[src/rtl/rlgf_pkg.sv]
// ---------------------------------------------------------------------------
// rlgf_pkg: shared types and constants
// Field widths, fixed-point layout and sequencer states of the gradient fill.
// ---------------------------------------------------------------------------
package rlgf_pkg;

    localparam int IDX_W           = 6;
    localparam int COL_W           = 8;
    localparam int FRAC_SHIFT      = 7;
    localparam int ACC_W           = 16;
    localparam int NUM_CH          = 3;
    localparam int DIV_STEPS       = COL_W + FRAC_SHIFT;   // quotient bits
    localparam int IN_DATA_W       = 64;
    localparam int OUT_DATA_W      = 32;
    localparam int PIXEL_COUNT_DEF = 64;

    typedef enum logic [1:0] {
        ST_IDLE,
        ST_LOAD,
        ST_DIV,
        ST_EMIT
    } state_t;

endpackage

[src/rtl/rgb_linear_gradient_fill.sv]
// ---------------------------------------------------------------------------
// rgb_linear_gradient_fill: RGB linear gradient over a pixel run
// Sorts the two ends, computes a signed 8.7 step per channel with one shared
// restoring divider, then walks 8.8 accumulators one pixel per transfer.
// ---------------------------------------------------------------------------
//  channel | dir | tdata                                   | side band
//  s_*     | in  | both ends: index and RGB of each        | -
//  m_*     | out | pixel index and RGB                     | tlast = last pixel
//
//  Each item is set up channel by channel (one load plus 15 steps of the shared
//  divider), then emits one pixel per cycle while the output is not stalled.
//  Reset (rst_n low, asynchronous) returns to idle with no pending output.
//  A stall on m_tready holds the current pixel; s_tready is high only in idle.
// ---------------------------------------------------------------------------
module rgb_linear_gradient_fill #(
    parameter int PIXEL_COUNT = rlgf_pkg::PIXEL_COUNT_DEF
) (
    input  logic                             clk,
    input  logic                             rst_n,
    input  logic                             s_tvalid,
    output logic                             s_tready,
    // start_index, start_red, start_green, start_blue,
    // end_index, end_red, end_green, end_blue, zero pad
    input  logic [rlgf_pkg::IN_DATA_W-1:0]   s_tdata,
    output logic                             m_tvalid,
    input  logic                             m_tready,
    // pixel_index, red, green, blue, zero pad
    output logic [rlgf_pkg::OUT_DATA_W-1:0]  m_tdata,
    output logic                             m_tlast
);

    localparam int IDX_W  = rlgf_pkg::IDX_W;
    localparam int COL_W  = rlgf_pkg::COL_W;
    localparam int ACC_W  = rlgf_pkg::ACC_W;
    localparam int NCH    = rlgf_pkg::NUM_CH;
    localparam int DSTEPS = rlgf_pkg::DIV_STEPS;
    localparam int CNT_W  = $clog2(DSTEPS);
    localparam int CH_W   = $clog2(NCH);
    localparam int PAD_W  = rlgf_pkg::OUT_DATA_W - IDX_W - NCH * COL_W;
    localparam logic [IDX_W-1:0] IDX_MAX  = IDX_W'(PIXEL_COUNT - 1);
    localparam logic [CNT_W-1:0] CNT_LAST = CNT_W'(DSTEPS - 1);
    localparam logic [CH_W-1:0]  CH_LAST  = CH_W'(NCH - 1);

    rlgf_pkg::state_t state_reg, state_next;

    logic [IDX_W-1:0]  sp_reg, ep_reg, pix_reg, div_reg;
    logic [COL_W-1:0]  sc_reg [NCH];
    logic [COL_W-1:0]  ec_reg [NCH];
    logic [ACC_W-1:0]  acc_reg [NCH];
    logic [ACC_W-1:0]  step_reg [NCH];
    logic [CH_W-1:0]   ch_reg;
    logic [CNT_W-1:0]  cnt_reg;
    logic [DSTEPS-1:0] dq_reg;
    logic [IDX_W-1:0]  rem_reg;
    logic              neg_reg;
    logic              m_tvalid_reg;
    logic [rlgf_pkg::OUT_DATA_W-1:0] m_tdata_reg;
    logic              m_tlast_reg;

    // input unpacking and clamping
    logic [IDX_W-1:0] in_sp_raw, in_ep_raw, in_sp, in_ep;
    logic [COL_W-1:0] in_sc [NCH];
    logic [COL_W-1:0] in_ec [NCH];
    logic             in_swap;
    logic [IDX_W-1:0] lo_idx, hi_idx, span;

    always_comb
    begin
        in_sp_raw = s_tdata[IDX_W-1:0];
        in_ep_raw = s_tdata[IDX_W+NCH*COL_W +: IDX_W];
        for (int c = 0; c < NCH; c++)
        begin
            in_sc[c] = s_tdata[IDX_W + c*COL_W +: COL_W];
            in_ec[c] = s_tdata[2*IDX_W + (NCH+c)*COL_W +: COL_W];
        end
        in_sp   = (in_sp_raw > IDX_MAX) ? IDX_MAX : in_sp_raw;
        in_ep   = (in_ep_raw > IDX_MAX) ? IDX_MAX : in_ep_raw;
        in_swap = in_ep < in_sp;
        lo_idx  = in_swap ? in_ep : in_sp;
        hi_idx  = in_swap ? in_sp : in_ep;
        span    = hi_idx - lo_idx;
    end

    // channel load: magnitude of (end - start) << 7 and its sign
    logic [COL_W:0]    diff;
    logic [COL_W-1:0]  mag;
    always_comb
    begin
        diff = {1'b0, ec_reg[ch_reg]} - {1'b0, sc_reg[ch_reg]};
        mag  = diff[COL_W] ? (~diff[COL_W-1:0] + COL_W'(1)) : diff[COL_W-1:0];
    end

    // one restoring divide step
    logic [IDX_W:0]    rem_shift, rem_sub;
    logic              rem_ge;
    logic [IDX_W-1:0]  rem_step;
    logic [DSTEPS-1:0] dq_step;
    logic [ACC_W-1:0]  q2, step_val;
    always_comb
    begin
        rem_shift = {rem_reg, dq_reg[DSTEPS-1]};
        rem_sub   = rem_shift - {1'b0, div_reg};
        rem_ge    = rem_shift >= {1'b0, div_reg};
        rem_step  = rem_ge ? rem_sub[IDX_W-1:0] : rem_shift[IDX_W-1:0];
        dq_step   = {dq_reg[DSTEPS-2:0], rem_ge};
        q2        = ACC_W'({dq_step, 1'b0});
        step_val  = neg_reg ? (~q2 + ACC_W'(1)) : q2;
    end

    // sequencer: next state
    logic in_fire, emit_fire, div_last, pix_last;
    always_comb
    begin
        state_next = state_reg;
        unique case (state_reg)
            rlgf_pkg::ST_IDLE:
            begin
                if (in_fire)
                    state_next = rlgf_pkg::ST_LOAD;
            end
            rlgf_pkg::ST_LOAD:
                state_next = rlgf_pkg::ST_DIV;
            rlgf_pkg::ST_DIV:
            begin
                if (div_last)
                    state_next = (ch_reg == CH_LAST) ? rlgf_pkg::ST_EMIT : rlgf_pkg::ST_LOAD;
            end
            rlgf_pkg::ST_EMIT:
            begin
                if (emit_fire && pix_last)
                    state_next = rlgf_pkg::ST_IDLE;
            end
            default:
                state_next = rlgf_pkg::ST_IDLE;
        endcase
    end

    // sequencer: outputs
    always_comb
    begin
        s_tready  = 1'b0;
        emit_fire = 1'b0;
        div_last  = 1'b0;
        pix_last  = pix_reg == ep_reg;
        unique case (state_reg)
            rlgf_pkg::ST_IDLE:
                s_tready = 1'b1;
            rlgf_pkg::ST_LOAD:
                ;
            rlgf_pkg::ST_DIV:
                div_last = cnt_reg == CNT_LAST;
            rlgf_pkg::ST_EMIT:
                emit_fire = !m_tvalid_reg || m_tready;
            default:
                ;
        endcase
        in_fire = s_tvalid && s_tready;
    end

    always_ff @(posedge clk or negedge rst_n)
    begin
        if (!rst_n)
        begin
            state_reg    <= rlgf_pkg::ST_IDLE;
            m_tvalid_reg <= 1'b0;
            ch_reg       <= '0;
            cnt_reg      <= '0;
        end
        else
        begin
            state_reg <= state_next;
            if (emit_fire)
                m_tvalid_reg <= 1'b1;
            else if (m_tready)
                m_tvalid_reg <= 1'b0;
            if (in_fire)
                ch_reg <= '0;
            else if (div_last)
                ch_reg <= ch_reg + CH_W'(1);
            if (state_reg == rlgf_pkg::ST_LOAD)
                cnt_reg <= '0;
            else if (state_reg == rlgf_pkg::ST_DIV)
                cnt_reg <= cnt_reg + CNT_W'(1);
        end
    end

    // datapath
    always_ff @(posedge clk)
    begin
        if (in_fire)
        begin
            sp_reg  <= lo_idx;
            ep_reg  <= hi_idx;
            pix_reg <= lo_idx;
            div_reg <= (span == '0) ? IDX_W'(1) : span;
            for (int c = 0; c < NCH; c++)
            begin
                sc_reg[c]  <= in_swap ? in_ec[c] : in_sc[c];
                ec_reg[c]  <= in_swap ? in_sc[c] : in_ec[c];
                acc_reg[c] <= {(in_swap ? in_ec[c] : in_sc[c]), {(ACC_W-COL_W){1'b0}}};
            end
        end
        if (state_reg == rlgf_pkg::ST_LOAD)
        begin
            dq_reg  <= {mag, {rlgf_pkg::FRAC_SHIFT{1'b0}}};
            rem_reg <= '0;
            neg_reg <= diff[COL_W];
        end
        if (state_reg == rlgf_pkg::ST_DIV)
        begin
            dq_reg  <= dq_step;
            rem_reg <= rem_step;
            if (div_last)
                step_reg[ch_reg] <= step_val;
        end
        if (emit_fire)
        begin
            m_tdata_reg <= {{PAD_W{1'b0}}, acc_reg[2][ACC_W-1 -: COL_W],
                            acc_reg[1][ACC_W-1 -: COL_W], acc_reg[0][ACC_W-1 -: COL_W],
                            pix_reg};
            m_tlast_reg <= pix_last;
            pix_reg     <= pix_reg + IDX_W'(1);
            for (int c = 0; c < NCH; c++)
                acc_reg[c] <= acc_reg[c] + step_reg[c];
        end
    end

    assign m_tvalid = m_tvalid_reg;
    assign m_tdata  = m_tdata_reg;
    assign m_tlast  = m_tlast_reg;

    // checks
    a_accept_loads: assert property (@(posedge clk) disable iff (!rst_n)
        in_fire |=> (state_reg == rlgf_pkg::ST_LOAD) && (ch_reg == '0))
        else $error("accept did not start channel load");

    a_div_count: assert property (@(posedge clk) disable iff (!rst_n)
        (state_reg == rlgf_pkg::ST_DIV) |-> (cnt_reg <= CNT_LAST))
        else $error("divider step count overran");

    a_pix_range: assert property (@(posedge clk) disable iff (!rst_n)
        (state_reg == rlgf_pkg::ST_EMIT) |-> (pix_reg >= sp_reg) && (pix_reg <= ep_reg))
        else $error("pixel index left the run");

    a_divisor: assert property (@(posedge clk) disable iff (!rst_n)
        (state_reg == rlgf_pkg::ST_DIV) |-> (div_reg != '0))
        else $error("zero divisor in divider");

endmodule

[config.mk]
export PLATFORM = sky130hd
export DESIGN_NAME = rgb_linear_gradient_fill
export DESIGN_NICKNAME = d
export VERILOG_FILES = /design/src/rtl/rlgf_pkg.sv /design/src/rtl/rgb_linear_gradient_fill.sv
export SDC_FILE = /design/constraint.sdc
export NUM_CORES = 1
export LEC_CHECK = 0
export CELL_PAD_IN_SITES_DETAIL_PLACEMENT = 0
export CELL_PAD_IN_SITES_GLOBAL_PLACEMENT = 1
export CORE_UTILIZATION = 51
export CTS_CLUSTER_SIZE = 40
export DETAILED_ROUTE_END_ITERATION = 16
export DONT_BUFFER_PORTS = 1
export PLACE_DENSITY = 0.82
export SLEW_MARGIN = 40
export SYNTH_ARGS = -nofsm -noshare
export SYNTH_HDL_FRONTEND = slang
export SYNTH_SLANG_ARGS = --single-unit
[constraint.sdc]
create_clock -name clk -period 5.58 [get_ports clk]
set_input_delay 0 -clock clk [delete_from_list [all_inputs] [get_ports clk]]
set_output_delay 0 -clock clk [all_outputs]
set_load 0.03 [all_outputs]
==> out/results.tsv <==
stage	metric	value	unit
status	status	finished clean	
setup_path	Critical R2R Capture	dq_reg[13]$_DFFE_PP_	
cts	deepest clock path buffer count	3	
min_path	Worst Hold End	div_reg[2]$_SDFFCE_PN0P_	
synthesis	top-area cell type share of the netlist area	53.6	%
global_route	residual overflow from global routing	0	
synthesis	synth warn	0	
power_and_ir_drop	worst vdd ir	0.242	mV
min_path	Cells on Worst Hold Path	3	
synthesis	Synth Area per Inst	10.8	um^2
synthesis	Netlist cell types	56	
die	Initial Utilization	51.8	%
synthesis	Synth Cell Area	11700	um^2
cts	Worst-path clk slew	0.06	ns
die	io pins	103	
synthesis	Seq cells post-synth	218	
final_layout	Layout area overhead	17.2	%
power_and_ir_drop	leakage	5.32	nW
min_path	worst min-delay path class	in -> reg	
final_layout	fill count	1824	
synthesis	simple-gate share of the synthesized area	14.4	%
sta	Max Clk Rate	251	MHz
detailed_routing	DRC violation count after routing	0	
sta	Worst Tran Pin Value	0.800	ns
sta	Final Hold Vio Count	0	
place	Detail Placement HPWL	17.3	mm
die	row cnt	55	
detailed_routing	WL per Instance	17.5	um
final_layout	Final Util	60.7	%
global_route	GRT met2 Usage	36.6	%
min_path	Hold Crit Start	s_tdata[31]	
detailed_routing	drt pass-1 iters	5	
setup_path	critical path required time	5.84	ns
global_route	largest net degree at the start of global routing	65	
die	Die ar.	23500	um^2
synthesis	ys async rst share	4.13	%
global_route	gr busiest metal	met2	
global_route	initial antenna violation count	0	
setup_path	RR Startpoint	ch_reg[0]$_DFFE_PN0P_	
final_layout	n_diodes	0	
sta	Slew Viols, Final	0	
cts	# Post-CTS Setup Buffers	0	
detailed_routing	routed vias	8221	
sta	Final Setup Violations	0	
cts	post-cts resize count	0	
final_layout	share of cells above drive strength 1	5.40	%
setup_path	Max FO, Critical Path	18	
synthesis	largest family of logic cells by synthesized area	simple AND/OR/NAND/NOR gates	
cts	CTS tree	yes	
synthesis	Syn Inst Count	1080	
sta	Slew headroom	45.3	%
setup_path	worst reg-to-reg path cell count	15	
synthesis	post-synth top area cell	edfxtp_1	
synthesis	largest cells by area after synthesis	edfxtp_1 54%, ha_1 7.8%, nand2_1 6.5%, xnor2_1 3.3%, nor2_1 2.9%	
setup_path	CP Launch Type	register	
synthesis	Seq/Total Area, Yosys	55.6	%
synthesis	Synth Area in Compound Gates	10.4	%
cts	clock root cell	clkbuf_16	
setup_path	CP endpoint kind	register	
sta	setup tns final	0	ns
global_route	met3 Use GR	3.32	%
power_and_ir_drop	power per cell area	563	nW/um^2
synthesis	Adder-Cell Fraction of Synth Area	8.75	%
place	placed cell count	1334	
sta	clk_skew	0.00734	ns
cts	Skew-Pair Late Insertion Delay	0.51	ns
cts	H-tree levels	1	
synthesis	Synth Area in XOR/XNOR	5.47	%
sta	RSZ-0062 raised after global routing	no	
synthesis	mux share of post-synthesis cell area	2.12	%
setup_path	crit path DAT	4.25	ns
sta	Min Hold Slack	0.0384	ns
cts	Post-CTS Hold Buffers	94	
sta	period utilization	71.4	%
sta	minimum clock period	3.99	ns
detailed_routing	Final ANT Viol Nets	0	
detailed_routing	Vias/cell	5.59	
final_layout	area of the multi-input gates	4840	um^2
setup_path	critical path type	reg -> reg	
die	die width	153	um
global_route	first-pass GRT wire length	41.3	mm
die	die boundary height	153	um
detailed_routing	number of DRC markers in iteration 0	541	
power_and_ir_drop	Tot Pwr	7.71	mW
place	routability cong.	0.821	
detailed_routing	routed wire length	25.8	mm
cts	Sink Count	218	
global_route	vias in the first global route	8010	
synthesis	ys flop type	edfxtp_1	
die	total core area	22600	um^2
final_layout	Layout Nets	1316	
final_layout	Sequential cell area	6500	um^2
cts	CTS buffer count	24	
setup_path	R2R setup slack	1.59	ns
synthesis	Post-synth EDFFs	209	
place	port bufs	0	
job	maxcap violations	0	
global_route	grt met1 use	30.7	%
final_layout	Finished Layout Cells	1470	
global_route	All-Layer GR Usage	22.2	%
==> cell type report <==
class,instances,share of cell area [%]
timing repair buffer,104,7.50
clock inverter,8,0.456
clock buffer,33,5.00
tap,285,2.60
inverter,60,1.66
multi-input combinational,762,35.3
sequential,218,47.4
==> cell usage in the layout (no fill, tap or decap), types with 8 or more instances in the layout <==
master and instances:
o21ai_0 49, a21oi_1 65, edfxtp_1 209, buf_4 9, xor2_1 29, inv_1 58
nand2_1 201, ha_1 71, mux2i_1 18, nor2_1 90, a311oi_1 8, nand3_1 16
nor3_1 21, o31ai_1 9, a21boi_0 9, clkbuf_16 25, dlygate4sd3_1 94, dfrtp_1 8
xnor2_1 44, nor2b_1 11
==> Yosys cell counts (11+ instances only) <==
library cell	count
edfxtp_1	209
nand2_1	202
nor2_1	91
ha_1	73
a21oi_1	65
inv_1	58
o21ai_0	49
xnor2_1	44
clkbuf_1	33
xor2_1	29
nor3_1	21
mux2i_1	18
nand3_1	16
nor2b_1	11
==> routing by layer <==
layer / vias up / part of all wire, %
li1: 4019 / -
met1: 3946 / 46
met2: 215 / 47
met3: 41 / 5.7
met4: 0 / 2.0
met5: - / 0
==> report_power, final <==
group	switching, mW	leakage (nW)	total [mW]	internal, mW
clock	0.610	0.372	1.51	0.897
sequential	0.457	2.07	3.12	2.67
combinational	1.86	2.88	3.08	1.22
==> stage by stage <==
| step | setup slack (ns) | cell area, um^2 |
|---|---|---|
| finish | 1.59 | 13700 |
| floorplan | 1.35 | 11700 |
| global placement | 1.27 | 12000 |
| detailed placement | 1.56 | 12000 |
| CTS | 1.55 | 13700 |
| global route | 1.17 | 13700 |
==> logic make-up (layout without fill, tap and decap cells) <==
group | count (synthesis) | in the layout
and+or+nand+nor | 391 | 391
DFF | 218 | 218
AOI/OAI and AO/OA | 193 | 193
buffers and inverters | 101 | 205
adders and majority gates | 79 | 79
xor gates and xnor gates | 73 | 73
muxes | 24 | 24
other | 1 | 2
==> critical path, stage by stage (launching register included) <==
cell     delay (ns)
dfrtp_2        0.72
mux2i_1        0.24
nor2_1         0.05
a21oi_1        0.15
ha_1           0.18
inv_1          0.05
fa_1           0.39
a21o_1         0.19
a21oi_1        0.20
o21ai_0        0.12
a21oi_1        0.22
o21ai_0        0.10
a21oi_1        0.51
o31ai_1        0.18
xnor2_1        0.16
mux2_2         0.26
==> how the worst max path moves through the flow <==
stage | from | endpoint | slack, ns
global route | ch_reg[0]$_DFFE_PN0P_ | dq_reg[13]$_DFFE_PP_ | 1.17
finish | ch_reg[0]$_DFFE_PN0P_ | dq_reg[13]$_DFFE_PP_ | 1.59
CTS | ch_reg[0]$_DFFE_PN0P_ | dq_reg[13]$_DFFE_PP_ | 1.55
global placement | ch_reg[0]$_DFFE_PN0P_ | dq_reg[13]$_DFFE_PP_ | 1.27
floorplan | state_reg[0]$_DFFE_PN0P_ | acc_reg[0][10]$_DFFE_PP_ | 1.35
detailed placement | ch_reg[0]$_DFFE_PN0P_ | dq_reg[13]$_DFFE_PP_ | 1.56
No activity file was read; power rests on OpenSTA's default activity.
